**src/rtl/mlpe_pkg.sv**
```systemverilog
// shared types and constants for the morse letter pulse encoder
// holds the letter tables, register codes, reset values and the descriptor type
// no dependencies
package mlpe_pkg;

   localparam int DUR_W = 12;
   localparam int CHAR_W = 8;
   localparam int LEN_W = 3;
   localparam int PAT_W = 4;
   localparam int SEG_W = 3;
   localparam int N_LETTERS = 26;
   localparam int LETTER_IDX_W = 5;

   localparam logic [CHAR_W-1:0] CHAR_SPACE = 8'h20;
   localparam logic [CHAR_W-1:0] CHAR_LOW_A = 8'h61;
   localparam logic [CHAR_W-1:0] CHAR_LOW_Z = 8'h7a;

   localparam logic [DUR_W-1:0] DASH_MS_RST = 12'd300;
   localparam logic [DUR_W-1:0] DOT_MS_RST = 12'd100;
   localparam logic [DUR_W-1:0] ELEMENT_GAP_MS_RST = 12'd50;
   localparam logic [DUR_W-1:0] LETTER_GAP_MS_RST = 12'd300;

   localparam int CSR_IDX_W = 2;

   typedef enum logic [CSR_IDX_W-1:0] {
      REG_DASH_MS        = 2'd0,
      REG_DOT_MS         = 2'd1,
      REG_ELEMENT_GAP_MS = 2'd2,
      REG_LETTER_GAP_MS  = 2'd3
   } csr_reg_type;

   // element count per letter a to z
   localparam logic [LEN_W-1:0] SYM_LEN [N_LETTERS] = '{
      3'd2, 3'd4, 3'd4, 3'd3, 3'd1, 3'd4, 3'd3, 3'd4, 3'd2, 3'd4, 3'd3, 3'd4, 3'd2,
      3'd2, 3'd3, 3'd4, 3'd4, 3'd3, 3'd3, 3'd1, 3'd3, 3'd4, 3'd3, 3'd4, 3'd4, 3'd4
   };

   // element pattern, first element in the highest used bit, 1 is a dash
   localparam logic [PAT_W-1:0] SYM_BITS [N_LETTERS] = '{
      4'h1, 4'h8, 4'hA, 4'h4, 4'h0, 4'h2, 4'h6, 4'h0, 4'h0, 4'h7, 4'h5, 4'h4, 4'h3,
      4'h2, 4'h7, 4'h6, 4'hD, 4'h2, 4'h0, 4'h1, 4'h1, 4'h1, 4'h3, 4'h9, 4'hB, 4'hC
   };

   typedef struct packed {
      logic             is_space;
      logic [LEN_W-1:0] len;
      logic [PAT_W-1:0] pattern;
   } desc_type;

   typedef struct packed {
      logic [DUR_W-1:0] dash_ms;
      logic [DUR_W-1:0] dot_ms;
      logic [DUR_W-1:0] element_gap_ms;
      logic [DUR_W-1:0] letter_gap_ms;
   } cfg_type;

   typedef struct packed {
      logic     valid;
      desc_type desc;
   } push_type;

endpackage

```
**src/rtl/mlpe_front.sv**
```systemverilog
// front end: classifies an incoming character into a segment descriptor
// depends on mlpe_pkg; unsupported characters are dropped here
module mlpe_front
   import mlpe_pkg::*;
(
   input  logic              req_valid,
   input  logic              req_stall,
   input  logic [CHAR_W-1:0] req_character,
   output push_type          push
);

   logic                    is_letter;
   logic                    is_space;
   logic [CHAR_W-1:0]       offset;
   logic [LETTER_IDX_W-1:0] letter_idx;

   always_comb begin
      is_space = (req_character == CHAR_SPACE);
      is_letter = (req_character >= CHAR_LOW_A) && (req_character <= CHAR_LOW_Z);
      offset = req_character - CHAR_LOW_A;
      letter_idx = is_letter ? offset[LETTER_IDX_W-1:0] : '0;

      push.valid = req_valid && !req_stall && (is_letter || is_space);
      push.desc.is_space = is_space;
      push.desc.len = SYM_LEN[letter_idx];
      push.desc.pattern = SYM_BITS[letter_idx];
   end

endmodule

```
**src/rtl/mlpe_fifo.sv**
```systemverilog
// short descriptor queue between front and back
// depends on mlpe_pkg for the descriptor type
module mlpe_fifo
   import mlpe_pkg::*;
#(
   parameter int DEPTH = 4
) (
   input  logic     clock,
   input  logic     reset,
   input  push_type push,
   output logic     full,
   output logic     pop_valid,
   output desc_type pop_desc,
   input  logic     pop
);

   localparam int AW = (DEPTH > 1) ? $clog2(DEPTH) : 1;
   localparam int CW = $clog2(DEPTH + 1);
   localparam logic [AW-1:0] LAST_PTR = AW'(DEPTH - 1);
   localparam logic [CW-1:0] DEPTH_CNT = CW'(DEPTH);

   desc_type        mem [DEPTH];
   logic [AW-1:0]   wr_ptr_ff, wr_ptr_in;
   logic [AW-1:0]   rd_ptr_ff, rd_ptr_in;
   logic [CW-1:0]   count_ff, count_in;
   logic            do_pop;

   always_comb begin
      full = (count_ff == DEPTH_CNT);
      pop_valid = (count_ff != '0);
      pop_desc = mem[rd_ptr_ff];
      do_pop = pop && pop_valid;

      wr_ptr_in = wr_ptr_ff;
      if (push.valid) begin
         wr_ptr_in = (wr_ptr_ff == LAST_PTR) ? '0 : wr_ptr_ff + 1'b1;
      end
      rd_ptr_in = rd_ptr_ff;
      if (do_pop) begin
         rd_ptr_in = (rd_ptr_ff == LAST_PTR) ? '0 : rd_ptr_ff + 1'b1;
      end
      count_in = count_ff;
      if (push.valid && !do_pop) begin
         count_in = count_ff + 1'b1;
      end else if (!push.valid && do_pop) begin
         count_in = count_ff - 1'b1;
      end
   end

   always_ff @(posedge clock) begin
      if (push.valid) begin
         mem[wr_ptr_ff] <= push.desc;
      end
   end

   always_ff @(posedge clock) begin
      if (reset) begin
         wr_ptr_ff <= '0;
         rd_ptr_ff <= '0;
         count_ff <= '0;
      end else begin
         wr_ptr_ff <= wr_ptr_in;
         rd_ptr_ff <= rd_ptr_in;
         count_ff <= count_in;
      end
   end

endmodule

```
**src/rtl/mlpe_back.sv**
```systemverilog
// back end: steps through the segments of one descriptor, one per cycle while the result side does not stall
// depends on mlpe_pkg; drives the registered result channel
module mlpe_back
   import mlpe_pkg::*;
(
   input  logic             clock,
   input  logic             reset,
   input  cfg_type          cfg,
   input  logic             q_valid,
   input  desc_type         q_desc,
   output logic             q_pop,
   output logic             rsp_valid,
   input  logic             rsp_stall,
   output logic             rsp_led_on,
   output logic [DUR_W-1:0] rsp_duration_ms,
   output logic             rsp_last_segment
);

   typedef enum logic [1:0] {
      ST_IDLE = 2'b01,
      ST_RUN  = 2'b10
   } state_type;

   state_type        state_ff, state_in;
   desc_type         desc_ff, desc_in;
   logic [SEG_W-1:0] seg_ff, seg_in;
   logic             rsp_valid_ff, rsp_valid_in;
   logic             led_ff, led_in;
   logic [DUR_W-1:0] dur_ff, dur_in;
   logic             last_ff, last_in;

   logic             emit;
   logic             seg_on;
   logic [DUR_W-1:0] seg_dur;
   logic             seg_last;
   logic [LEN_W-1:0] bit_pos;
   logic [LEN_W-1:0] last_seg_idx;

   always_comb begin
      // letter: on and off alternate, 2*len segments, the last one the letter gap
      bit_pos = desc_ff.len - 3'd1 - {1'b0, seg_ff[2:1]};
      last_seg_idx = {desc_ff.len[1:0], 1'b0} - 3'd1;
      if (desc_ff.is_space) begin
         seg_on = 1'b0;
         seg_dur = cfg.letter_gap_ms;
         seg_last = (seg_ff == 3'd1);
      end else if (seg_ff == last_seg_idx) begin
         seg_on = 1'b0;
         seg_dur = cfg.letter_gap_ms;
         seg_last = 1'b1;
      end else if (seg_ff[0]) begin
         seg_on = 1'b0;
         seg_dur = cfg.element_gap_ms;
         seg_last = 1'b0;
      end else begin
         seg_on = 1'b1;
         seg_dur = desc_ff.pattern[bit_pos[1:0]] ? cfg.dash_ms : cfg.dot_ms;
         seg_last = 1'b0;
      end

      emit = (state_ff == ST_RUN) && (!rsp_valid_ff || !rsp_stall);
      q_pop = q_valid && ((state_ff == ST_IDLE) || (emit && seg_last));

      state_in = state_ff;
      unique case (state_ff)
         ST_IDLE: begin
            if (q_pop) begin
               state_in = ST_RUN;
            end
         end
         ST_RUN: begin
            if (emit && seg_last && !q_pop) begin
               state_in = ST_IDLE;
            end
         end
         default: state_in = ST_IDLE;
      endcase

      desc_in = desc_ff;
      seg_in = seg_ff;
      if (q_pop) begin
         desc_in = q_desc;
         seg_in = '0;
      end else if (emit) begin
         seg_in = seg_ff + 1'b1;
      end

      rsp_valid_in = rsp_valid_ff && rsp_stall;
      led_in = led_ff;
      dur_in = dur_ff;
      last_in = last_ff;
      if (emit) begin
         rsp_valid_in = 1'b1;
         led_in = seg_on;
         dur_in = seg_dur;
         last_in = seg_last;
      end
   end

   always_ff @(posedge clock) begin
      if (reset) begin
         state_ff <= ST_IDLE;
         rsp_valid_ff <= 1'b0;
      end else begin
         state_ff <= state_in;
         rsp_valid_ff <= rsp_valid_in;
      end
   end

   always_ff @(posedge clock) begin
      desc_ff <= desc_in;
      seg_ff <= seg_in;
      led_ff <= led_in;
      dur_ff <= dur_in;
      last_ff <= last_in;
   end

   assign rsp_valid = rsp_valid_ff;
   assign rsp_led_on = led_ff;
   assign rsp_duration_ms = dur_ff;
   assign rsp_last_segment = last_ff;

endmodule

```
**src/rtl/morse_letter_pulse_encoder.sv**
```systemverilog
// top level of the morse letter pulse encoder
// depends on mlpe_pkg, mlpe_front, mlpe_fifo and mlpe_back
//
// Takes one ASCII character per request and returns its Morse code as timed LED
// segments (level, duration in ms, last-segment flag). Letters a to z give 2 to 8
// segments, a space gives two letter gaps and any other code gives none. The
// sequencer in the back end emits one segment per cycle while the result side
// does not stall; requests are classified and queued in QUEUE_DEPTH entries
// ahead of it, so the request side stalls only when the queue is full. The user
// must write the four duration registers over the csr port while idle (not enforced).
module morse_letter_pulse_encoder
   import mlpe_pkg::*;
#(
   parameter int QUEUE_DEPTH = 4
) (
   input  logic                 clock,
   input  logic                 reset,
   input  logic                 req_valid,
   output logic                 req_stall,
   input  logic [CHAR_W-1:0]    req_character,
   output logic                 rsp_valid,
   input  logic                 rsp_stall,
   output logic                 rsp_led_on,
   output logic [DUR_W-1:0]     rsp_duration_ms,
   output logic                 rsp_last_segment,
   input  logic                 csr_valid,
   output logic                 csr_ready,
   input  logic [CSR_IDX_W-1:0] csr_index,
   input  logic [DUR_W-1:0]     csr_data
);

   cfg_type  cfg_ff, cfg_in;
   push_type push;
   logic     q_full;
   logic     q_valid;
   desc_type q_desc;
   logic     q_pop;

   assign csr_ready = 1'b1;
   assign req_stall = q_full;

   always_comb begin
      cfg_in = cfg_ff;
      if (csr_valid && csr_ready) begin
         unique case (csr_reg_type'(csr_index))
            REG_DASH_MS:        cfg_in.dash_ms = csr_data;
            REG_DOT_MS:         cfg_in.dot_ms = csr_data;
            REG_ELEMENT_GAP_MS: cfg_in.element_gap_ms = csr_data;
            REG_LETTER_GAP_MS:  cfg_in.letter_gap_ms = csr_data;
            default:            cfg_in = cfg_ff;
         endcase
      end
   end

   always_ff @(posedge clock) begin
      if (reset) begin
         cfg_ff.dash_ms <= DASH_MS_RST;
         cfg_ff.dot_ms <= DOT_MS_RST;
         cfg_ff.element_gap_ms <= ELEMENT_GAP_MS_RST;
         cfg_ff.letter_gap_ms <= LETTER_GAP_MS_RST;
      end else begin
         cfg_ff <= cfg_in;
      end
   end

   mlpe_front u_front (
      .req_valid     (req_valid),
      .req_stall     (req_stall),
      .req_character (req_character),
      .push          (push)
   );

   mlpe_fifo #(
      .DEPTH (QUEUE_DEPTH)
   ) u_fifo (
      .clock     (clock),
      .reset     (reset),
      .push      (push),
      .full      (q_full),
      .pop_valid (q_valid),
      .pop_desc  (q_desc),
      .pop       (q_pop)
   );

   mlpe_back u_back (
      .clock            (clock),
      .reset            (reset),
      .cfg              (cfg_ff),
      .q_valid          (q_valid),
      .q_desc           (q_desc),
      .q_pop            (q_pop),
      .rsp_valid        (rsp_valid),
      .rsp_stall        (rsp_stall),
      .rsp_led_on       (rsp_led_on),
      .rsp_duration_ms  (rsp_duration_ms),
      .rsp_last_segment (rsp_last_segment)
   );

endmodule

```
**config.mk**
```make
export PLATFORM = sky130hd
export DESIGN_NAME = morse_letter_pulse_encoder
export DESIGN_NICKNAME = d
export VERILOG_FILES = /design/src/rtl/mlpe_pkg.sv /design/src/rtl/mlpe_front.sv /design/src/rtl/mlpe_fifo.sv /design/src/rtl/mlpe_back.sv /design/src/rtl/morse_letter_pulse_encoder.sv
export SDC_FILE = /design/constraint.sdc
export NUM_CORES = 1
export LEC_CHECK = 0
export ABC_AREA = 1
export BUFFER_PORTS_ARGS = -buffer_cell sky130_fd_sc_hd__clkbuf_2
export CAP_MARGIN = 40
export CORE_MARGIN = 2
export CORE_UTILIZATION = 41
export CTS_BUF_LIST = sky130_fd_sc_hd__clkbuf_2
export CTS_CLUSTER_DIAMETER = 50
export DETAILED_ROUTE_END_ITERATION = 10
export SETUP_SLACK_MARGIN = 0.3
export SYNTH_ARGS = -nofsm -noshare
export SYNTH_HDL_FRONTEND = slang
export SYNTH_HIERARCHICAL = 1
export SYNTH_SLANG_ARGS = --single-unit
```
**constraint.sdc**
```tcl
create_clock -name clock -period 4.38 [get_ports clock]
set_clock_uncertainty 0.2 [all_clocks]
set_input_delay 0.657 -clock clock [delete_from_list [all_inputs] [get_ports clock]]
set_output_delay 0.657 -clock clock [all_outputs]
set_load 0.05 [all_outputs]
```
==> reports/results.ini, run 1 <==
[run_status]
status = finished, final reports clean

[cts]
cts_tree = yes
cts-buffers-inserted = 9
post-cts-setup-buffers = 0
h-tree-depth = 3
clock_sinks = 112
root_buffer = clkbuf_2
clockBufferDepth = 2
clk_pin_slew_ns = 0.28
clock_latency_ns = 0.62

[final_layout]
fin_nets = 784
fin_cells = 923
fin_util = 0.448
drive_gt1_frac = 0.147
mostFrequentLayoutCell = nand2_1
final_cell_mix = nand2_1 (166), nor2_1 (100), inv_1 (92)
area_delta_synth_final_pct = 7.64

[job]
drv_cap = 0

[placed_design]
dp_hpwl_mm = 8.63
io_buffer_count = 42
placed_cells = 903
place.gp.congestion = 0.846
pre_cts_ws_ns = 0.679

[synth]
syn-num-nets = 752
syn_area_per_cell_um2 = 8.13
netlist_area_mm2 = 0.00573
synthCells = 705
synth_warnings = 6

[timing]
fmax_ghz = 0.325
rsz0062_at_grt = false
timing.final.ws_setup_ns = 1.30
setup_violations = 0
slew_violations = 0
maxSlewHeadroom = 0.390
worst_pin_slew_ns = 0.913
totalNegativeSetupSlack_ns = 0
hold_violations = 0
fin_crit_sh = 0.703
fin_crit_ns = 3.08

[detailed_routing]
viasPerCell = 4.85
wirelength_mm = 12.3
route.detailed.drc = 0
vias = 4479
drt_iter0_markers = 446
first_pass_iters = 5
wire_per_inst_um = 13.3
ant_nets = 0

[worst_setup_path]
required_ns = 4.73
startpoint_type = input port
crit_type = input port to flop
cp_max_fo = 6
worstPathArrival_ns = 3.42
end_kind = flop

[global_routing]
grt_first_pass_wirelength_mm = 20.4
grt_pass1_vias = 4198
grt_use_total = 0.174
antenna_found_initial = 1
grt_max_degree = 49
grt-ovfl-total = 0

[floorplanning]
start_util = 0.416
core_mm2 = 0.0138
die_y_um = 122
dieArea_mm2 = 0.0149
rows = 43
dieWidth_um = 122
ioPinCount = 44

[power_and_ir_drop]
p_per_area_mw_per_mm2 = 502
power.leakage_nw = 2.88
finalPower_mw = 3.10
peakVddDrop_mv = 0.254

[worst_hold_path]
hp-class = input port to flop

-- stage by stage --
| stage | cell area, µm² | hold slack (ns) |
|---|---|---|
| 6_report | 6170 | 0.0727 |
| 3_5_place_dp | 6020 | 0.243 |
| 3_3_place_gp | 6000 | 0.238 |
| 5_1_grt | 6170 | 0.00289 |
| 4_1_cts | 6130 | 0.0155 |
| 2_1_floorplan | 5730 | 0.229 |
-- critical path, cell delays in order --
cell and delay, ns:
clkbuf_2 0.14, inv_1 0.19, ha_1 0.18, nand2_1 0.06, nor4_1 0.54, o21ai_0 0.28
nor2_1 0.33, ha_1 0.23, inv_1 0.07, fa_1 0.38, inv_1 0.06, nand2_1 0.07
nand3_1 0.09, nand2_1 0.05, inv_1 0.05, nor2_1 0.04
-- registers in the layout (all words and copies together), names as in the netlist, named ones only --
name,count
u_back/rsp_last_segment,1
u_back/rsp_valid,1
u_fifo/wr_ptr_ff,2
cfg_ff,48
u_fifo/mem,28
u_back/desc_ff,7
u_fifo/rd_ptr_ff,2
u_back/seg_ff,3
u_back/rsp_led_on,1
u_back/rsp_duration_ms,12
u_back/state_ff,2
u_fifo/count_ff,3
-- final cells by class --
type / instances / area [µm²]
Tap cell: 180 / 225
Timing Repair Buffer: 49 / 283
Multi-Input combinational cell: 466 / 2440
Sequential cell: 112 / 2730
Clock buffer: 11 / 55.1
Antenna cell: 1 / 2.50
Inverter: 99 / 372
Clock inverter: 5 / 58.8
Fill cell: 1398 / 7600
-- worst paths after layout --
kind / slack [ns] / cells after the start / from / to
worst max register to register: 1.34 / 12 / u_back/desc_ff[4] / u_fifo/count_ff[1]
worst max-delay path: 1.30 / 16 / req_character[0] / u_fifo/count_ff[2]
worst min register to register: 0.29 / 2 / cfg_ff[44] / cfg_ff[44]
worst min-delay path: 0.07 / 3 / rsp_stall / u_back/rsp_valid
-- metal layers --
| layer | share of wire | up-vias | track usage |
|---|---|---|---|
| li1 | - | 2305 | - |
| met1 | 0.46 | 2063 | 0.226 |
| met2 | 0.48 | 95 | 0.286 |
| met3 | 0.043 | 16 | 0.0428 |
| met4 | 0.016 | 0 | 0.0560 |
| met5 | 0 | - | 0 |
-- power breakdown --
group,internal [mW],switching [mW],leakage (nW),total (mW)
Clock,0.136,0.330,0.0682,0.465
Sequential,1.29,0.0967,0.968,1.39
Combinational,0.364,0.877,1.84,1.24
Total,1.79,1.30,2.88,3.10
-- what timing repair did --
| action | CTS | global route |
|---|---|---|
| hold endpoints to repair | 0 | 2 |
| hold buffers | 0 | 2 |
| resized for setup | 0 | 0 |
Power figures use the tool's default switching activity.
==> run 2, diff against run 1 <==
Clock period 4.38 ns to 2.7 ns, I/O delays scaled along.
==> run 2 against run 1 <==
Setup slack worse by 0.98 ns. Clock power is 83% higher. Hold slack better by 0.034 ns. Global-route usage is 0.18 points higher. Die area stayed put. Via count is 2.6% higher. Cell area is 7.9% higher. Routed wire length is 0.34% lower. Non-clock buffer count is 38 higher. Combinational power is 76% higher. Register-to-register slack worse by 1.0 ns. Count of clock-buffer cells in the layout is 2 lower. Highest routed layer unchanged.
==> reports/results.ini, run 2 (synthesis results as in run 1) <==
[run_status]
status = finished, final reports clean

[cts]
clk_pin_slew_ns = 0.28
clockBufferDepth = 2
cts-buffers-inserted = 9
cts_tree = yes
clock_sinks = 112
h-tree-depth = 3
clock_latency_ns = 0.62
root_buffer = clkbuf_2

[floorplanning]
ioPinCount = 44
start_util = 0.416
dieArea_mm2 = 0.0149
dieWidth_um = 122
core_mm2 = 0.0138
die_y_um = 122
rows = 43

[final_layout]
final_cell_mix = nand2_1 (164), nor2_1 (97), inv_1 (88)
largest_reg_flops = 48
fin_nets = 822
mostFrequentLayoutCell = nand2_1
multi_input_area_mm2 = 0.00256
fillers = 1350
drive_gt1_frac = 0.196
seq_area_mm2 = 0.00274
top_register = cfg_ff
antenna_cells = 0
area_delta_synth_final_pct = 16.2
fin_util = 0.484

[worst_setup_path]
cp_max_fo = 2
end_kind = flop
crit_start = u_back/desc_ff[4]
worstPathArrival_ns = 2.75
rr_startpoint = u_back/desc_ff[4]
crit_type = flop to flop
required_ns = 3.07
startpoint_type = flop

[timing]
rsz0062_at_grt = true
fin_crit_sh = 0.880
fin_crit_ns = 2.38
worst_pin_slew_ns = 0.594
maxSlewHeadroom = 0.604
setup_violations = 0
fmax_ghz = 0.421
hold_violations = 0
slew_violations = 0

[power_and_ir_drop]
finalPower_mw = 5.29
peakVddDrop_mv = 0.365
power.leakage_nw = 3.06
p_per_area_mw_per_mm2 = 794

[global_routing]
grt-ovfl-total = 0
grt_first_pass_wirelength_mm = 20.6
grt_use_total = 0.176
grt_max_degree = 49
antenna_found_initial = 0
grt_pass1_vias = 4327

[worst_hold_path]
hp-start = req_character[7]
hp-class = input port to flop

[detailed_routing]
wire_per_inst_um = 12.7
first_pass_iters = 4
vias = 4596
viasPerCell = 4.79
ant_nets = 0
route.detailed.drc = 0
wirelength_mm = 12.2
drt_iter0_markers = 300

[placed_design]
dp_hpwl_mm = 8.61
place.gp.congestion = 0.950
io_buffer_count = 42

[job]
drv_cap = 0

-- run 2: path summary, 6_finish.rpt --
kind         depth (start not counted)            endpoint  slack, ns
max                                 12  u_fifo/count_ff[1]       0.32
min                                  5    u_fifo/mem[3][7]       0.11
max reg2reg                         12  u_fifo/count_ff[1]       0.32
min reg2reg                          2          cfg_ff[16]       0.29
-- run 2: layout make-up --
cell class / instances / area share
clock inverters: 7 / 0.0139
inverters: 99 / 0.0575
multi-input cells: 466 / 0.385
well taps: 180 / 0.0338
flip-flops and latches: 112 / 0.411
repair buffers: 87 / 0.0921
clock buffers: 9 / 0.00676
-- run 2: timing repair --
| item | CTS | global route |
|---|---|---|
| hold buffers | 20 | 0 |
| endpoints found under the setup margin | 3 | 16 |
| pin swaps | 0 | 3 |
| hold endpoints to repair | 64 | 0 |
| setup buffers | 3 | 2 |
| gates resized for setup | 3 | 7 |
-- run 2: through the flow --
| stage | instance area, µm² | setup WS (ns) | TNS [ns] | instances | hold WS (ns) |
|---|---|---|---|---|---|
| 6_report | 6660 | 0.323 | 0 | 960 | 0.107 |
| 5_1_grt | 6660 | 0.231 | 0 | 960 | 0.0555 |
| 4_1_cts | 6610 | 0.274 | 0 | 958 | 0.0440 |
| 3_5_place_dp | 6250 | -0.0695 | -0.0933 | 919 | 0.244 |
| 3_3_place_gp | 6250 | -0.0118 | -0.0118 | 919 | 0.242 |
| 2_1_floorplan | 5840 | 0.100 | 0 | 705 | 0.229 |
-- run 2: worst max-delay path, cell delays in order (launching register included) --
cell,delay [ns]
edfxtp_1,0.50
ha_4,0.28
nor2_4,0.07
nand3_2,0.08
nand2_4,0.08
nand3_4,0.06
a21oi_4,0.13
nand2_2,0.10
ha_4,0.17
inv_2,0.06
fa_2,0.43
o21ai_2,0.11
nor2_1,0.04
-- run 2: per-layer routing --
| layer | part of all wire | wire [µm] | track usage |
|---|---|---|---|
| met1 | 0.45 | 5440 | 0.218 |
| met2 | 0.50 | 6150 | 0.308 |
| met3 | 0.039 | 474 | 0.0381 |
| met4 | 0.012 | 141 | 0.0517 |
| met5 | 0 | 0 | 0 |
-- run 2: report_power, final --
group	internal, mW	switching, mW
Clock	0.306	0.546
Sequential	2.10	0.153
Combinational	0.737	1.44
==> run 3, diff against run 2 <==
--- a/config.mk
+++ b/config.mk
@@ -9,5 +9,4 @@
 export BUFFER_PORTS_ARGS = -buffer_cell sky130_fd_sc_hd__clkbuf_2
 export CAP_MARGIN = 40
-export CORE_MARGIN = 2
 export CORE_UTILIZATION = 41
 export CTS_BUF_LIST = sky130_fd_sc_hd__clkbuf_2
==> constraint.sdc (replaced) <==
create_clock -name clock -period 2.7 [get_ports clock]
set_clock_uncertainty 0.2 [all_clocks]
set_input_delay 0 -clock clock [delete_from_list [all_inputs] [get_ports clock]]
set_output_delay 0 -clock clock [all_outputs]
set_load 0.05 [all_outputs]
==> run 3 against run 2 <==
Routed wire length up 9.7%. Count of clock-buffer cells in the layout up 2. Via count increased by 6.1%. Critical path type unchanged. Largest cell class unchanged. Largest power group is now combinational logic.
==> reports/results.ini, run 3 (synthesis results as in run 1) <==
[detailed_routing]
dr_wl_met2_mm = 6.53
route.detailed.drc = 0
viasPerCell = 4.89
first_pass_iters = 5
vias = 4878
drt_iter0_markers = 337
highest_layer = met4
wire_per_inst_um = 13.4
route.layer.met1.wl_mm = 6.04
ant_nets = 0
wirelength_mm = 13.4
routed-wl-met3_um = 573

[floorplanning]
dieWidth_um = 120
dieArea_mm2 = 0.0145
ioPinCount = 44
start_util = 0.426
core_mm2 = 0.0135
die_y_um = 120
rows = 42

[timing]
slew_violations = 0
rsz0062_at_grt = true
fmax_ghz = 0.419
maxSlewHeadroom = 0.655
totalNegativeSetupSlack_ns = 0
worst_pin_slew_ns = 0.518
hold_violations = 0
fin_crit_ns = 2.38
setup_violations = 0
fin_crit_sh = 0.883

[cts]
cts_tree = yes
clock_latency_ns = 0.58
h-tree-depth = 3
cts-buffers-inserted = 9
clk_pin_slew_ns = 0.27
clock_sinks = 112
root_buffer = clkbuf_2
clockBufferDepth = 2

[global_routing]
grt-ovfl-total = 0
grt_use_total = 0.192
grt_pass1_vias = 4501
grt_first_pass_wirelength_mm = 21.7
antenna_found_initial = 0
grt_max_degree = 49

[worst_setup_path]
critPathSlowestCell = edfxtp_1
crit_type = flop to flop
required_ns = 3.03
cp_num_buf_inv = 1
crit_cells = 12
path_cells = ha_4, nor2_4, nand3_2, nand2_4, nand3_4, a21oi_4, nand2_4, ha_4, inv_2, fa_2, o21ai_1, nor2_1
end_kind = flop
worstRegToRegCells = 12
cpLargestDelayFamily = adder cells
startpoint_type = flop
worstPathArrival_ns = 2.71
cp_max_fo = 3
crit_path_max_incr_delay_ns = 0.49

[final_layout]
fillers = 1283
mostFrequentLayoutCell = nand2_1
drive_gt1_frac = 0.170
design_area_mm2 = 0.00698
fin_nets = 862
final_cell_mix = nand2_1 (164), nor2_1 (99), inv_1 (89)
area_delta_synth_final_pct = 21.8
fin_cells = 997
top_register = cfg_ff
largest_reg_flops = 48

[placed_design]
dp_hpwl_mm = 8.70
io_buffer_count = 42
placed_cells = 909
place.gp.congestion = 0.897
postPlaceCellArea_mm2 = 0.00613

[power_and_ir_drop]
finalPower_mw = 5.29
power.leakage_nw = 3.22
peakVddDrop_mv = 0.376
p_per_area_mw_per_mm2 = 757

[worst_hold_path]
hold_depth = 6
hp-class = input port to flop

[job]
drv_cap = 0

[run_status]
status = finished, final reports clean

[run 3: final cells by class]
cell class | count | area, µm² | area share
Inverter | 99 | 375 | 0.0538
Clock buffer | 11 | 55.1 | 0.00789
Timing Repair Buffer | 127 | 1010 | 0.144
Clock inverter | 5 | 55.1 | 0.00789
Tap cell | 176 | 220 | 0.0316
Sequential cell | 112 | 2740 | 0.392
Antenna cell | 1 | 2.50 | 0.000359
Multi-Input combinational cell | 466 | 2520 | 0.362
[run 3: routing by layer]
layer / GRT usage / vias up
met5: 0 / -
met2: 0.334 / 138
met4: 0.0710 / 0
li1: - / 2462
met3: 0.0245 / 22
met1: 0.244 / 2256
[run 3: worst reg2reg max path: cells and delay by family, from the launching register on]
kind	cells	cell delay, ns
simple gates	6	0.44
buf+inv	1	0.06
flops	1	0.49
fa+ha+maj	3	0.87
compound gates	2	0.29
[run 3: path summary, 6_finish.rpt]
path,from,slack (ns),to
hold reg to reg,cfg_ff[13],0.29,cfg_ff[13]
setup reg to reg,u_back/desc_ff[4],0.32,u_fifo/count_ff[1]
hold / removal,csr_data[6],0.06,cfg_ff[42]
setup / recovery,u_back/desc_ff[4],0.32,u_fifo/count_ff[1]
[run 3: stage by stage]
| stage | hold WS [ns] | setup WS (ns) | utilization |
|---|---|---|---|
| after floorplan | -0.141 | 0.128 | - |
| after global placement | 0.0534 | 0.158 | 0.456 |
| after detailed placement | 0.0616 | 0.0770 | 0.456 |
| after CTS | 0.00153 | 0.308 | 0.512 |
| after global routing | 0.0212 | 0.263 | 0.519 |
| final | 0.0633 | 0.315 | 0.519 |
[run 3: timing repair]
| item | in CTS | in global routing |
|---|---|---|
| pin swaps | 0 | 7 |
| setup endpoints to repair | 2 | 7 |
| buffers inserted | 1 | 6 |
| hold endpoints to repair | 118 | 1 |
| gates cloned | 0 | 0 |
| hold buffers | 63 | 1 |
| gates resized for setup | 2 | 10 |
[run 3: where the power goes]
| part | switching, mW | total, mW | internal [mW] |
|---|---|---|---|
| Clock | 0.536 | 0.755 | 0.219 |
| Combinational | 1.50 | 2.28 | 0.775 |
| Sequential | 0.155 | 2.26 | 2.10 |
| Total | 2.19 | 5.29 | 3.09 |
